File: config.mk
export PLATFORM = sky130hd
export DESIGN_NAME = hsb_to_rgb_dim_curve
export DESIGN_NICKNAME = d
export VERILOG_FILES = /design/src/hsbrgb_pkg.sv /design/src/hsbrgb_lookup.sv /design/src/hsbrgb_mul.sv /design/src/hsbrgb_div.sv /design/src/hsbrgb_order.sv /design/src/hsb_to_rgb_dim_curve.sv
export SDC_FILE = /design/constraint.sdc
export NUM_CORES = 1
export LEC_CHECK = 0
export ABC_CLOCK_PERIOD_IN_PS = 10250
export BUFFER_PORTS_ARGS = -buffer_cell sky130_fd_sc_hd__clkbuf_2
export CORE_ASPECT_RATIO = 0.75
export CORE_MARGIN = 2
export CORE_UTILIZATION = 55
export DETAILED_ROUTE_END_ITERATION = 12
export PLACE_DENSITY_LB_ADDON = 0.05
export SYNTH_ARGS = -nofsm -noshare
export SYNTH_HDL_FRONTEND = slang
export SYNTH_SLANG_ARGS = --single-unit
File: constraint.sdc
create_clock -name clk -period 10.25 [get_ports clk]
set_clock_uncertainty 0.1 [all_clocks]
set_input_delay 1.025 -clock clk [delete_from_list [all_inputs] [get_ports clk]]
set_output_delay 1.025 -clock clk [all_outputs]
set_load 0.1 [all_outputs]
File: src/hsbrgb_pkg.sv
// Shared types, the dimming curve ROM and stage word layouts for the HSB to RGB converter.
// No dependencies.

package hsbrgb_pkg;

    localparam int unsigned SECTOR_SPAN = 43;
    // ceil(2^19 / 43): exact floor division for every product below 47662
    localparam int unsigned RECIP_SHIFT = 19;
    localparam logic [13:0] RECIP_43    = 14'd12193;

    localparam logic [7:0] SAT_FULL = 8'd255;

    localparam logic [2:0] SECTOR_RED_YEL  = 3'd0;
    localparam logic [2:0] SECTOR_YEL_GRN  = 3'd1;
    localparam logic [2:0] SECTOR_GRN_CYN  = 3'd2;
    localparam logic [2:0] SECTOR_CYN_BLU  = 3'd3;
    localparam logic [2:0] SECTOR_BLU_MAG  = 3'd4;
    localparam logic [2:0] SECTOR_MAG_RED  = 3'd5;

    typedef struct packed {
        logic [7:0] hue;
        logic [7:0] saturation;
        logic [7:0] brightness;
    } hsb_t;

    typedef struct packed {
        logic [7:0] red;
        logic [7:0] green;
        logic [7:0] blue;
    } rgb_t;

    // After the ROM lookups
    typedef struct packed {
        logic [7:0] v;
        logic [7:0] sat_inv;   // 255 - adjusted saturation
        logic [2:0] sector;
        logic [5:0] rem;
        logic       black;
        logic       grey;
    } lkp_word_t;

    // After p is formed
    typedef struct packed {
        logic [7:0] v;
        logic [7:0] p;
        logic [2:0] sector;
        logic [5:0] rem;
        logic       black;
        logic       grey;
    } pval_word_t;

    // After the span products
    typedef struct packed {
        logic [7:0]  v;
        logic [7:0]  p;
        logic [13:0] prod_q;
        logic [13:0] prod_t;
        logic [2:0]  sector;
        logic        black;
        logic        grey;
    } prod_word_t;

    // After the divide by 43
    typedef struct packed {
        logic [7:0] v;
        logic [7:0] p;
        logic [7:0] q;
        logic [7:0] t;
        logic [2:0] sector;
        logic       black;
        logic       grey;
    } pqt_word_t;

    localparam logic [7:0] DIM_ROM [256] = '{
        8'd0,   8'd1,   8'd1,   8'd2,   8'd2,   8'd2,   8'd2,   8'd2,
        8'd2,   8'd3,   8'd3,   8'd3,   8'd3,   8'd3,   8'd3,   8'd3,
        8'd3,   8'd3,   8'd3,   8'd3,   8'd3,   8'd3,   8'd3,   8'd4,
        8'd4,   8'd4,   8'd4,   8'd4,   8'd4,   8'd4,   8'd4,   8'd4,
        8'd4,   8'd4,   8'd4,   8'd5,   8'd5,   8'd5,   8'd5,   8'd5,
        8'd5,   8'd5,   8'd5,   8'd5,   8'd5,   8'd6,   8'd6,   8'd6,
        8'd6,   8'd6,   8'd6,   8'd6,   8'd6,   8'd7,   8'd7,   8'd7,
        8'd7,   8'd7,   8'd7,   8'd7,   8'd8,   8'd8,   8'd8,   8'd8,
        8'd8,   8'd8,   8'd9,   8'd9,   8'd9,   8'd9,   8'd9,   8'd9,
        8'd10,  8'd10,  8'd10,  8'd10,  8'd10,  8'd11,  8'd11,  8'd11,
        8'd11,  8'd11,  8'd12,  8'd12,  8'd12,  8'd12,  8'd12,  8'd13,
        8'd13,  8'd13,  8'd13,  8'd14,  8'd14,  8'd14,  8'd14,  8'd15,
        8'd15,  8'd15,  8'd16,  8'd16,  8'd16,  8'd16,  8'd17,  8'd17,
        8'd17,  8'd18,  8'd18,  8'd18,  8'd19,  8'd19,  8'd19,  8'd20,
        8'd20,  8'd20,  8'd21,  8'd21,  8'd22,  8'd22,  8'd22,  8'd23,
        8'd23,  8'd24,  8'd24,  8'd25,  8'd25,  8'd25,  8'd26,  8'd26,
        8'd27,  8'd27,  8'd28,  8'd28,  8'd29,  8'd29,  8'd30,  8'd30,
        8'd31,  8'd32,  8'd32,  8'd33,  8'd33,  8'd34,  8'd35,  8'd35,
        8'd36,  8'd36,  8'd37,  8'd38,  8'd38,  8'd39,  8'd40,  8'd40,
        8'd41,  8'd42,  8'd43,  8'd43,  8'd44,  8'd45,  8'd46,  8'd47,
        8'd48,  8'd48,  8'd49,  8'd50,  8'd51,  8'd52,  8'd53,  8'd54,
        8'd55,  8'd56,  8'd57,  8'd58,  8'd59,  8'd60,  8'd61,  8'd62,
        8'd63,  8'd64,  8'd65,  8'd66,  8'd68,  8'd69,  8'd70,  8'd71,
        8'd73,  8'd74,  8'd75,  8'd76,  8'd78,  8'd79,  8'd81,  8'd82,
        8'd83,  8'd85,  8'd86,  8'd88,  8'd90,  8'd91,  8'd93,  8'd94,
        8'd96,  8'd98,  8'd99,  8'd101, 8'd103, 8'd105, 8'd107, 8'd109,
        8'd110, 8'd112, 8'd114, 8'd116, 8'd118, 8'd121, 8'd123, 8'd125,
        8'd127, 8'd129, 8'd132, 8'd134, 8'd136, 8'd139, 8'd141, 8'd144,
        8'd146, 8'd149, 8'd151, 8'd154, 8'd157, 8'd159, 8'd162, 8'd165,
        8'd168, 8'd171, 8'd174, 8'd177, 8'd180, 8'd183, 8'd186, 8'd190,
        8'd193, 8'd196, 8'd200, 8'd203, 8'd207, 8'd211, 8'd214, 8'd218,
        8'd222, 8'd226, 8'd230, 8'd234, 8'd238, 8'd242, 8'd248, 8'd255
    };

endpackage

File: src/hsbrgb_lookup.sv
// Stage 1: dimming curve lookups for brightness and saturation, hue split into sector and
// remainder. Depends on hsbrgb_pkg.

module hsbrgb_lookup
    import hsbrgb_pkg::*;
(
    input  logic      clk,
    input  logic      rst_n,
    input  logic      in_valid,
    output logic      in_ready,
    input  hsb_t      in_word,
    output logic      out_valid,
    input  logic      out_ready,
    output lkp_word_t out_word
);

    logic      valid_reg;
    lkp_word_t word_reg;
    lkp_word_t word_next;
    logic [7:0] base;

    assign in_ready  = !valid_reg || out_ready;
    assign out_valid = valid_reg;
    assign out_word  = word_reg;

    always_comb
    begin
        word_next.v       = DIM_ROM[in_word.brightness];
        word_next.sat_inv = DIM_ROM[~in_word.saturation];
        word_next.black   = (word_next.v == 8'd0);
        word_next.grey    = (word_next.sat_inv == SAT_FULL);
        if (in_word.hue < 8'(SECTOR_SPAN))
        begin
            word_next.sector = SECTOR_RED_YEL;
            base             = 8'd0;
        end
        else if (in_word.hue < 8'(2 * SECTOR_SPAN))
        begin
            word_next.sector = SECTOR_YEL_GRN;
            base             = 8'(SECTOR_SPAN);
        end
        else if (in_word.hue < 8'(3 * SECTOR_SPAN))
        begin
            word_next.sector = SECTOR_GRN_CYN;
            base             = 8'(2 * SECTOR_SPAN);
        end
        else if (in_word.hue < 8'(4 * SECTOR_SPAN))
        begin
            word_next.sector = SECTOR_CYN_BLU;
            base             = 8'(3 * SECTOR_SPAN);
        end
        else if (in_word.hue < 8'(5 * SECTOR_SPAN))
        begin
            word_next.sector = SECTOR_BLU_MAG;
            base             = 8'(4 * SECTOR_SPAN);
        end
        else
        begin
            // top of the hue range folds into the last sector
            word_next.sector = SECTOR_MAG_RED;
            base             = 8'(5 * SECTOR_SPAN);
        end
        word_next.rem = 6'(in_word.hue - base);
    end

    always_ff @(posedge clk or negedge rst_n)
    begin
        if (!rst_n)
        begin
            valid_reg <= 1'b0;
        end
        else if (in_ready)
        begin
            valid_reg <= in_valid;
        end
    end

    always_ff @(posedge clk)
    begin
        if (in_valid && in_ready)
        begin
            word_reg <= word_next;
        end
    end

endmodule

File: src/hsbrgb_mul.sv
// Stages 2 and 3: p = v * (255 - s) / 256, then the span products for q and t.
// Depends on hsbrgb_pkg.

module hsbrgb_mul
    import hsbrgb_pkg::*;
(
    input  logic       clk,
    input  logic       rst_n,
    input  logic       in_valid,
    output logic       in_ready,
    input  lkp_word_t  in_word,
    output logic       out_valid,
    input  logic       out_ready,
    output prod_word_t out_word
);

    logic       pv_valid_reg;
    logic       pv_ready;
    pval_word_t pv_reg;
    pval_word_t pv_next;
    logic [15:0] p_full;

    logic       pr_valid_reg;
    prod_word_t pr_reg;
    prod_word_t pr_next;
    logic [7:0] span;

    // stage 2
    assign in_ready = !pv_valid_reg || pv_ready;
    assign p_full   = 16'(in_word.v) * 16'(in_word.sat_inv);

    always_comb
    begin
        pv_next.v      = in_word.v;
        pv_next.p      = p_full[15:8];
        pv_next.sector = in_word.sector;
        pv_next.rem    = in_word.rem;
        pv_next.black  = in_word.black;
        pv_next.grey   = in_word.grey;
    end

    // stage 3
    assign pv_ready  = !pr_valid_reg || out_ready;
    assign span      = pv_reg.v - pv_reg.p;
    assign out_valid = pr_valid_reg;
    assign out_word  = pr_reg;

    always_comb
    begin
        pr_next.v      = pv_reg.v;
        pr_next.p      = pv_reg.p;
        pr_next.prod_q = 14'(span) * 14'(6'(SECTOR_SPAN) - pv_reg.rem);
        pr_next.prod_t = 14'(span) * 14'(pv_reg.rem);
        pr_next.sector = pv_reg.sector;
        pr_next.black  = pv_reg.black;
        pr_next.grey   = pv_reg.grey;
    end

    always_ff @(posedge clk or negedge rst_n)
    begin
        if (!rst_n)
        begin
            pv_valid_reg <= 1'b0;
            pr_valid_reg <= 1'b0;
        end
        else
        begin
            if (in_ready)
            begin
                pv_valid_reg <= in_valid;
            end
            if (pv_ready)
            begin
                pr_valid_reg <= pv_valid_reg;
            end
        end
    end

    always_ff @(posedge clk)
    begin
        if (in_valid && in_ready)
        begin
            pv_reg <= pv_next;
        end
        if (pv_valid_reg && pv_ready)
        begin
            pr_reg <= pr_next;
        end
    end

endmodule

File: src/hsbrgb_div.sv
// Stage 4: floor division of both span products by 43 through a reciprocal multiply, plus p.
// Depends on hsbrgb_pkg.

module hsbrgb_div
    import hsbrgb_pkg::*;
(
    input  logic       clk,
    input  logic       rst_n,
    input  logic       in_valid,
    output logic       in_ready,
    input  prod_word_t in_word,
    output logic       out_valid,
    input  logic       out_ready,
    output pqt_word_t  out_word
);

    logic        valid_reg;
    pqt_word_t   word_reg;
    pqt_word_t   word_next;
    logic [27:0] recip_q;
    logic [27:0] recip_t;

    assign in_ready  = !valid_reg || out_ready;
    assign out_valid = valid_reg;
    assign out_word  = word_reg;

    assign recip_q = 28'(in_word.prod_q) * 28'(RECIP_43);
    assign recip_t = 28'(in_word.prod_t) * 28'(RECIP_43);

    always_comb
    begin
        word_next.v      = in_word.v;
        word_next.p      = in_word.p;
        // quotient plus p never exceeds v
        word_next.q      = recip_q[RECIP_SHIFT +: 8] + in_word.p;
        word_next.t      = recip_t[RECIP_SHIFT +: 8] + in_word.p;
        word_next.sector = in_word.sector;
        word_next.black  = in_word.black;
        word_next.grey   = in_word.grey;
    end

    always_ff @(posedge clk or negedge rst_n)
    begin
        if (!rst_n)
        begin
            valid_reg <= 1'b0;
        end
        else if (in_ready)
        begin
            valid_reg <= in_valid;
        end
    end

    always_ff @(posedge clk)
    begin
        if (in_valid && in_ready)
        begin
            word_reg <= word_next;
        end
    end

endmodule

File: src/hsbrgb_order.sv
// Stage 5: orders v, p, q and t per sector, handles black and grey, holds the output word.
// Depends on hsbrgb_pkg.

module hsbrgb_order
    import hsbrgb_pkg::*;
(
    input  logic      clk,
    input  logic      rst_n,
    input  logic      in_valid,
    output logic      in_ready,
    input  pqt_word_t in_word,
    output logic      out_valid,
    input  logic      out_ready,
    output rgb_t      out_word
);

    logic valid_reg;
    rgb_t word_reg;
    rgb_t word_next;

    assign in_ready  = !valid_reg || out_ready;
    assign out_valid = valid_reg;
    assign out_word  = word_reg;

    always_comb
    begin
        if (in_word.black)
        begin
            word_next = '{red: 8'd0, green: 8'd0, blue: 8'd0};
        end
        else if (in_word.grey)
        begin
            word_next = '{red: in_word.v, green: in_word.v, blue: in_word.v};
        end
        else
        begin
            case (in_word.sector)
                SECTOR_RED_YEL: word_next = '{red: in_word.v, green: in_word.t, blue: in_word.p};
                SECTOR_YEL_GRN: word_next = '{red: in_word.q, green: in_word.v, blue: in_word.p};
                SECTOR_GRN_CYN: word_next = '{red: in_word.p, green: in_word.v, blue: in_word.t};
                SECTOR_CYN_BLU: word_next = '{red: in_word.p, green: in_word.q, blue: in_word.v};
                SECTOR_BLU_MAG: word_next = '{red: in_word.t, green: in_word.p, blue: in_word.v};
                default:        word_next = '{red: in_word.v, green: in_word.p, blue: in_word.q};
            endcase
        end
    end

    always_ff @(posedge clk or negedge rst_n)
    begin
        if (!rst_n)
        begin
            valid_reg <= 1'b0;
        end
        else if (in_ready)
        begin
            valid_reg <= in_valid;
        end
    end

    always_ff @(posedge clk)
    begin
        if (in_valid && in_ready)
        begin
            word_reg <= word_next;
        end
    end

endmodule

File: src/hsb_to_rgb_dim_curve.sv
// Top level of the HSB to RGB converter with perceptual dimming curve.
// Depends on hsbrgb_pkg, hsbrgb_lookup, hsbrgb_mul, hsbrgb_div and hsbrgb_order.

// Converts one hue/saturation/brightness word to one red/green/blue word per clock while
// the output is not stalled. The path is five register stages (curve lookups, p multiply,
// span multiplies, reciprocal divide by 43, sector ordering), and an accepted word passes
// through them in that order to the output. Each stage holds its word until the next one
// frees up, so a stalled output only stops input once all five stages are full; bubbles
// are squeezed out.
// There is no state and no configuration, and the block is ready right after reset.

module hsb_to_rgb_dim_curve
    import hsbrgb_pkg::*;
(
    input  logic clk,
    input  logic rst_n,
    input  logic hsb_valid,
    output logic hsb_ready,
    input  hsb_t hsb,
    output logic rgb_valid,
    input  logic rgb_ready,
    output rgb_t rgb
);

    logic       lkp_valid;
    logic       lkp_ready;
    lkp_word_t  lkp_word;
    logic       prod_valid;
    logic       prod_ready;
    prod_word_t prod_word;
    logic       pqt_valid;
    logic       pqt_ready;
    pqt_word_t  pqt_word;

    hsbrgb_lookup u_lookup (
        .clk       (clk),
        .rst_n     (rst_n),
        .in_valid  (hsb_valid),
        .in_ready  (hsb_ready),
        .in_word   (hsb),
        .out_valid (lkp_valid),
        .out_ready (lkp_ready),
        .out_word  (lkp_word)
    );

    hsbrgb_mul u_mul (
        .clk       (clk),
        .rst_n     (rst_n),
        .in_valid  (lkp_valid),
        .in_ready  (lkp_ready),
        .in_word   (lkp_word),
        .out_valid (prod_valid),
        .out_ready (prod_ready),
        .out_word  (prod_word)
    );

    hsbrgb_div u_div (
        .clk       (clk),
        .rst_n     (rst_n),
        .in_valid  (prod_valid),
        .in_ready  (prod_ready),
        .in_word   (prod_word),
        .out_valid (pqt_valid),
        .out_ready (pqt_ready),
        .out_word  (pqt_word)
    );

    hsbrgb_order u_order (
        .clk       (clk),
        .rst_n     (rst_n),
        .in_valid  (pqt_valid),
        .in_ready  (pqt_ready),
        .in_word   (pqt_word),
        .out_valid (rgb_valid),
        .out_ready (rgb_ready),
        .out_word  (rgb)
    );

endmodule

* Yosys cells after proc, flatten, opt, wreduce, memory -nomap -nowiden
Memory sizes are Yosys's and may differ from the RTL's.
Index checks and enable logic that the tools add are counted.
** Storage, ports and cells
- Register bits :: 169
- Memory bits (read-only) :: 4096
- Bits of input ports :: 28
- Output and inout bits :: 26
- Logic and storage cells :: 97
- Memories :: 2
** Operators by class
- Add/subtract/negate cells :: 5
- Multiply operators :: 5
- Magnitude comparators :: 7
- Eq/ne operators :: 5
- Mux-type cells :: 15
- Bitwise operators :: 3
- Reduce and logical (&&, ||, !) cells :: 19
** Memories
- (no name shown) :: words 256, bits a word 8, rd ports 1, clocked after Yosys merged registers in 0, write ports 0, RTL line hsbrgb_lookup.sv:28 : word_next.v = DIM_ROM[in_word.brightness];
- (no name shown) :: words 256, bits a word 8, rd ports 1, clocked after Yosys merged registers in 0, write ports 0, RTL line hsbrgb_lookup.sv:29 : word_next.sat_inv = DIM_ROM[~in_word.saturation];
** Operators by type and width (count)
- 24-bit one-hot mux with 5 select lines :: 1
- 14-bit by 14-bit multiplier with 27-bit output (second input constant) :: 2
- 8-bit two-way mux :: 4
- 6-bit two-way mux :: 5
- 8-bit < comparator (second input constant) :: 3
- 24-bit two-way mux :: 1
- 9-bit greater-or-equal comparator (second input constant) :: 2
- 8-bit inverter with 9-bit output :: 2
- 8-bit adder :: 2
- 8-bit by 8-bit multiplier with 16-bit output :: 1
- 8-bit by 14-bit multiplier with 14-bit output :: 1
- 8-bit by 6-bit multiplier with 14-bit output :: 1
- 8-bit == test (second input constant) :: 1
- 8-bit logical NOT :: 1
- 8-bit by 6-bit < comparator with 1-bit output (second input constant) :: 1
- 8-bit by 7-bit < comparator with 1-bit output (second input constant) :: 1
- 8-bit inverter :: 1
- 8-bit subtractor :: 1
- 6-bit by 6-bit subtractor with 7-bit output (first input constant) :: 1
- 3-bit by 2-bit == test with 1-bit output (second input constant) :: 2
- 6-bit subtractor :: 1
- 1-bit logical AND :: 5
- 1-bit logical NOT :: 5
- 1-bit logical OR :: 5
- other kinds (7) :: 9

* Depth between registers and ports, before layout
Gate-level depths: netlist of run 1.
- Depth after elaboration :: 7
- Mapped depth :: 28
- Gate-level depth less buffers :: 28

* Cells and area by module
A second synthesis of run 1 with hierarchy kept.
** Unflattened totals
- Cell total of the unflattened synthesis :: 2229
- Area, all modules :: 22046.1 um2
** By module, submodules not included
- hsbrgb_mul :: times used 1, cells an instance 735, area each 7838.8 um2, sequential area each 2332.2 um2
- hsbrgb_div :: times used 1, cells an instance 721, area each 7746.2 um2, sequential area each 1136.1 um2
- hsbrgb_lookup :: times used 1, cells an instance 580, area each 4535.6 um2, sequential area each 835.8 um2
- hsbrgb_order :: times used 1, cells an instance 193, area each 1925.6 um2, sequential area each 745.7 um2

* Worst setup path after synthesis of run 1
No wires, ideal clock.
- Path type :: reg2reg
- From :: reg u_mul.pr_reg (netlist bit u_mul.out_word[6])
- To :: reg u_div.word_reg (netlist bit u_div.out_word[12]) (data pin)
- Setup time :: 0.259 ns
- Data arrival time :: 5.928 ns
- Data required time :: 9.891 ns
- Path slack :: 3.962 ns
- Cell stages (with the launch flop) :: 26
- Buffers on the path :: 0
- Period minus slack after synthesis :: 6.288 ns
- Cell sequence :: edfxtp_1 fa_1 fa_1 inv_1 fa_1 inv_1 fa_1 ha_1 inv_1 fa_1 inv_1 ha_1 o2111ai_1 or3_1 a31oi_1 nor2_1 xnor2_1 ha_1 a21o_1 a21oi_1 o21ai_0 o21ai_0 nand2b_1 a21oi_1 xnor2_1 xnor2_1
** RTL lines
- from (decl) :: RTL line hsbrgb_mul.sv:24 : prod_word_t pr_reg;
- from (signal assigned) :: RTL line hsbrgb_mul.sv:87 : pr_reg <= pr_next;
- to (signal assigned) :: RTL line hsbrgb_div.sv:58 : word_reg <= word_next;
- to (decl) :: RTL line hsbrgb_div.sv:18 : pqt_word_t word_reg;

==> impl_metrics.json, run 1 <==
{
  "postCtsSetupRepairBufs": 0,
  "syn_area_per_cell_um2": 9.659,
  "wl_per_cell_um": 17.48,
  "synth_cell_types": 78,
  "synth-main-ff-cell": "edfxtp_1",
  "drv_cap": 0,
  "period_needed_ns": 6.785,
  "worstSetupPathType": "reg2reg",
  "num_rows": 62,
  "ys_ff_latch": 169,
  "clkSinkCount": 169,
  "slew_violations": 0,
  "clkTransAtPathRegs_ns": 0.06,
  "final_cell_mix": "inv_1, ha_1, fa_1",
  "insertion_delay_ns": 0.45,
  "grt_first_pass_wirelength_um": 80470,
  "final_common_cell": "inv_1",
  "overflow": 0,
  "first_pass_iters": 5,
  "drive_gt1_frac": 0.05744,
  "synth-async-reset-ratio": 0.02959,
  "area_growth_pct": 5.393,
  "die_x_um": 233.1,
  "synth_warnings": 0,
  "drt-total-wl_um": 48200,
  "multiInputGateArea_um2": 14740,
  "grt_antenna_before_repair": 0,
  "endpoint_kind": "flop",
  "period_share": 0.6619,
  "syn_area_um2": 21650,
  "gp_congestion": 0.9212,
  "fmax_mhz": 147.4,
  "hold_class": "in2async",
  "crit_required_ns": 10.33,
  "first_global_vias": 15584,
  "nFillCells": 3340,
  "seqCellArea_um2": 5050,
  "clock-root-buffer": "clkbuf_16",
  "hpwlAfterDp_um": 38680,
  "syn-num-nets": 2798,
  "postCtsResizedCells": 0,
  "grt_util_all_layers": 0.2487,
  "fin_tns_setup_ns": 0,
  "crit_slowest_cell": "fa_1",
  "cts_hold_buf": 0,
  "hold_ws_ns": 0.2894,
  "cts_buffers": 17,
  "yosysTopAreaCellShare": 0.2275,
  "ys_seq_area_frac": 0.2333,
  "rsz0062_at_grt": "false",
  "startpoint_type": "flop",
  "path_buf_inv": 4,
  "max_stage_delay_ns": 0.55,
  "coreArea_um2": 38550,
  "chipHeight_um": 175.8,
  "timing.final.hold_violations": 0,
  "cts_tree": "done",
  "relSlewSlack": 0.3332,
  "path_max_fanout": 6,
  "status": "completed",
  "start_util": 0.5614,
  "routed_via_density": 5.619,
  "ios": 54,
  "grt_max_degree": 69,
  "dieArea_um2": 40980,
  "cp_top_family": "adder cells",
  "portBuffers": 53,
  "synth_edf_count": 164,
  "arrival_ns": 6.87,
  "drc_errors": 0,
  "yosys.area.top_type": "edfxtp_1",
  "setup_viol": 0,
  "max-clock-path-buffers": 2,
  "ant_nets": 0,
  "largest_reg_flops": 49,
  "syn_inst": 2241,
  "synthTopCellsByArea": "edfxtp_1, fa_1, ha_1, inv_1, a21oi_1",
  "tightest_slew_ns": 1.000,
  "vias": 15496,
  "drt_iter0_drc": 1291,
  "h-tree-depth": 4,
  "path_common_cell": "fa_1",
  "nets": 2791,
  "antenna_cells": 0
}
==> worst reg2reg max path, delay by kind of cell (launching register included) <==
kind | cells | cell delay (ns)
AO/OA/AOI/OAI | 7 | 1.28
XOR/XNOR | 3 | 0.52
adder cells (fa/ha/maj) | 8 | 3.37
buffers and inverters | 4 | 0.19
flip-flops | 1 | 0.53
AND/OR/NAND/NOR | 3 | 0.52
==> cell usage after synthesis (16+ instances only) <==
library cell,n
xor2_1,31
nor2_1,160
nand2_1,145
nand2b_1,27
edfxtp_1,164
fa_1,225
a211oi_1,28
ha_1,304
a21oi_1,154
o22ai_1,16
nor3_1,16
nand3_1,20
a21o_1,30
nor2b_1,44
clkbuf_1,46
o21ai_0,60
mux2i_1,17
inv_1,376
xnor2_1,66
buf_2,28
and2_1,58
==> cell type report <==
type / instances / area share
Sequential cell: 169 / 0.2214
Tap cell: 512 / 0.02808
Inverter: 380 / 0.06252
Timing Repair Buffer: 63 / 0.01492
Clock inverter: 14 / 0.008282
Clock buffer: 17 / 0.01865
Multi-Input combinational cell: 1603 / 0.6462
==> final timing paths <==
path                                    start                  to  slack (ns)  cells past startpoint
max reg2reg                 u_mul.out_word[6]  u_div.out_word[12]        3.47                     25
max in group asynchronous               rst_n     u_mul.out_valid        9.62                      1
max                         u_mul.out_word[6]  u_div.out_word[12]        3.47                     25
min in group clk           u_mul.out_word[45]  u_div.out_word[33]        0.32                      0
min reg2reg                u_mul.out_word[45]  u_div.out_word[33]        0.32                      0
min                                     rst_n  u_lookup.out_valid        0.29                      1
==> per-layer routing <==
| layer | GRT usage | vias up | wire [µm] |
|---|---|---|---|
| met2 | 0.3761 | 443 | 21120 |
| li1 | - | 7517 | - |
| met5 | 0 | - | 0 |
| met4 | 0.04989 | 0 | 588 |
| met1 | 0.3795 | 7494 | 23930 |
| met3 | 0.03701 | 42 | 2561 |
==> stage by stage <==
| step | area [µm²] | worst slack [ns] | std cells | util |
|---|---|---|---|---|
| 2_1_floorplan | 21650 | 3.962 | 2241 | - |
| 3_3_place_gp | 22200 | 3.618 | 2727 | 0.5758 |
| 3_5_place_dp | 22200 | 3.535 | 2727 | 0.5758 |
| 4_1_cts | 22810 | 3.437 | 2758 | 0.5917 |
| 5_1_grt | 22810 | 2.852 | 2758 | 0.5917 |
| 6_report | 22810 | 3.465 | 2758 | 0.5917 |
==> logic make-up after synthesis <==
| logic type | count (synthesis) | share of synthesized area |
|---|---|---|
| fa+ha+maj | 529 | 0.3838 |
| compound gates | 427 | 0.1249 |
| simple gates | 523 | 0.1154 |
| xor+xnor | 98 | 0.04000 |
| mux | 26 | 0.01670 |
| buf+inv | 469 | 0.08590 |
| flops | 169 | 0.2333 |
Power of run 1 is left out: the tool's default activity adds up to more than one toggle a clock period on the data nets, which glitch-free logic cannot reach.
==> run 2: changes to the inputs <==
- ABC_CLOCK_PERIOD_IN_PS: 10250 -> 6000
- clock period: 10.25 -> 6 ns (I/O delays scaled with it)
==> run 2 against run 1 <==
  * The run now ends with setup timing left
  * Hold slack got worse by 0.026 ns
  * Sequential cell count did not move
  * Design area rose by 6.7%
  * Global-route usage rose by 0.21 points
  * Maximum frequency rose by 10%
  * Routed wire length rose by 3.0%
  * Via count rose by 4.3%
  * First-iteration DRC count fell by 12%
  * Die area did not move
  * Clock-buffer cell count did not move
  * Critical endpoint unchanged
==> impl_metrics.json, run 2 (synthesis gave the netlist of run 1 again) <==
{
  "status": "finished, violations left",
  "violations": "setup timing",
  "path_common_cell": "fa_1",
  "h-tree-depth": 4,
  "critPathLaunch": "u_mul.out_word[6]",
  "insertion_delay_ns": 0.47,
  "cts_tree": "done",
  "max-clock-path-buffers": 2,
  "hold_class": "in2reg",
  "wl_per_cell_um": 17.15,
  "gp_congestion": 0.8954,
  "vias": 16156,
  "chipHeight_um": 175.8,
  "final_common_cell": "inv_1",
  "portBuffers": 53,
  "antenna_cells": 0,
  "drv_cap": 0,
  "grt_antenna_before_repair": 2,
  "timing.final.hold_violations": 0,
  "routed_via_density": 5.583,
  "nets": 2926,
  "r2r_start": "u_mul.out_word[6]",
  "cts_buffers": 17,
  "die_x_um": 233.1,
  "hpwlAfterDp_um": 39360,
  "ios": 54,
  "drive_gt1_frac": 0.1511,
  "crit_slowest_cell": "fa_1",
  "endpoint_kind": "flop",
  "crit_required_ns": 6.10,
  "drt_iter0_drc": 1134,
  "area_growth_pct": 12.48,
  "clkTransAtPathRegs_ns": 0.07,
  "fin_util": 0.6315,
  "arrival_ns": 6.26,
  "first_pass_iters": 7,
  "ant_nets": 0,
  "start_util": 0.5614,
  "drt-total-wl_um": 49630,
  "dieArea_um2": 40980,
  "period_needed_ns": 6.157,
  "overflow": 0,
  "rsz0062_at_grt": "true",
  "fin_tns_setup_ns": -0.2509,
  "largest_reg_flops": 49,
  "startpoint_type": "flop",
  "grt_first_pass_wirelength_um": 81400,
  "first_global_vias": 15906,
  "period_share": 1.026,
  "num_rows": 62,
  "grt_max_degree": 61,
  "fmax_mhz": 162.4,
  "final_cell_mix": "inv_1, ha_1, fa_1",
  "nFillCells": 3183,
  "worstHoldStart": "hsb_valid",
  "clock-root-buffer": "clkbuf_16",
  "slew_violations": 0,
  "max_stage_delay_ns": 0.52,
  "drc_errors": 0,
  "relSlewSlack": 0.2404,
  "worstSetupPathType": "reg2reg",
  "coreArea_um2": 38550,
  "grt_util_all_layers": 0.2508,
  "tightest_slew_ns": 1.139,
  "clkSinkCount": 169,
  "fin_ws_ns": -0.1574,
  "path_max_fanout": 3,
  "setup_viol": 2
}
[run 2: cell count changes in the layout (fill, tap and decap cells not counted), moves of 9 or more]
cell     before  now
ha_4          0   14
a21oi_2       0   17
buf_4        10  138
a21oi_1     154  135
inv_2         4   23
ha_1        304  289
xnor2_1      66   57
inv_1       376  357
xnor2_2       1   10
[run 2: layout make-up]
type	count	area (µm²)	area share
clock buffers	17	425.4	0.01747
flip-flops and latches	169	5050	0.2074
well taps	512	640.6	0.02631
clock inverters	15	175.2	0.007195
inverters	380	1426	0.05858
multi-input cells	1603	15250	0.6264
repair buffers	198	1379	0.05663
[run 2: critical path: cells and delay by family, from the launching register on]
family / cells / cell delay [ns]
and+or+nand+nor: 5 / 0.78
AOI/OAI and AO/OA: 6 / 0.83
DFF: 1 / 0.44
xor gates and xnor gates: 3 / 0.34
buffers and inverters: 4 / 0.20
adders and majority gates: 8 / 3.21
[run 2: worst paths after layout]
check / slack, ns / depth (start not counted) / to
max in group asynchronous: 5.27 / 2 / u_lookup.out_valid
hold / removal: 0.26 / 2 / u_lookup.out_valid
hold reg to reg: 0.32 / 0 / u_mul.pv_reg[3]
min in group asynchronous: 0.39 / 2 / u_div.out_valid
setup reg to reg: -0.16 / 26 / u_div.out_word[12]
setup / recovery: -0.16 / 26 / u_div.out_word[12]
[run 2: repair_timing]
| item | CTS | global route |
|---|---|---|
| pin swaps | 65 | 53 |
| hold buffers | 1 | 0 |
| hold endpoints to repair | 5 | 0 |
| resized for setup | 49 | 53 |
| setup endpoints to repair | 8 | 13 |
| setup buffers | 11 | 14 |
[run 2: through the flow]
step	cell area, µm²	cells	hold WS [ns]	setup WS, ns
2_1_floorplan	21690	2241	0.2044	-0.02642
3_3_place_gp	23080	2838	0.3042	-0.1996
3_5_place_dp	23080	2838	0.3045	-0.2914
4_1_cts	23980	2881	0.2515	-0.1216
5_1_grt	24350	2894	0.2673	-0.4122
6_report	24350	2894	0.2633	-0.1574
[run 2: routing by layer]
| metal | wire length (µm) | part of all wire | GRT usage |
|---|---|---|---|
| met1 | 24450 | 0.49 | 0.3852 |
| met2 | 22020 | 0.44 | 0.3796 |
| met3 | 2589 | 0.052 | 0.03101 |
| met4 | 571 | 0.012 | 0.05387 |
| met5 | 0 | 0 | 0 |
Power of run 2 is left out for the same reason.
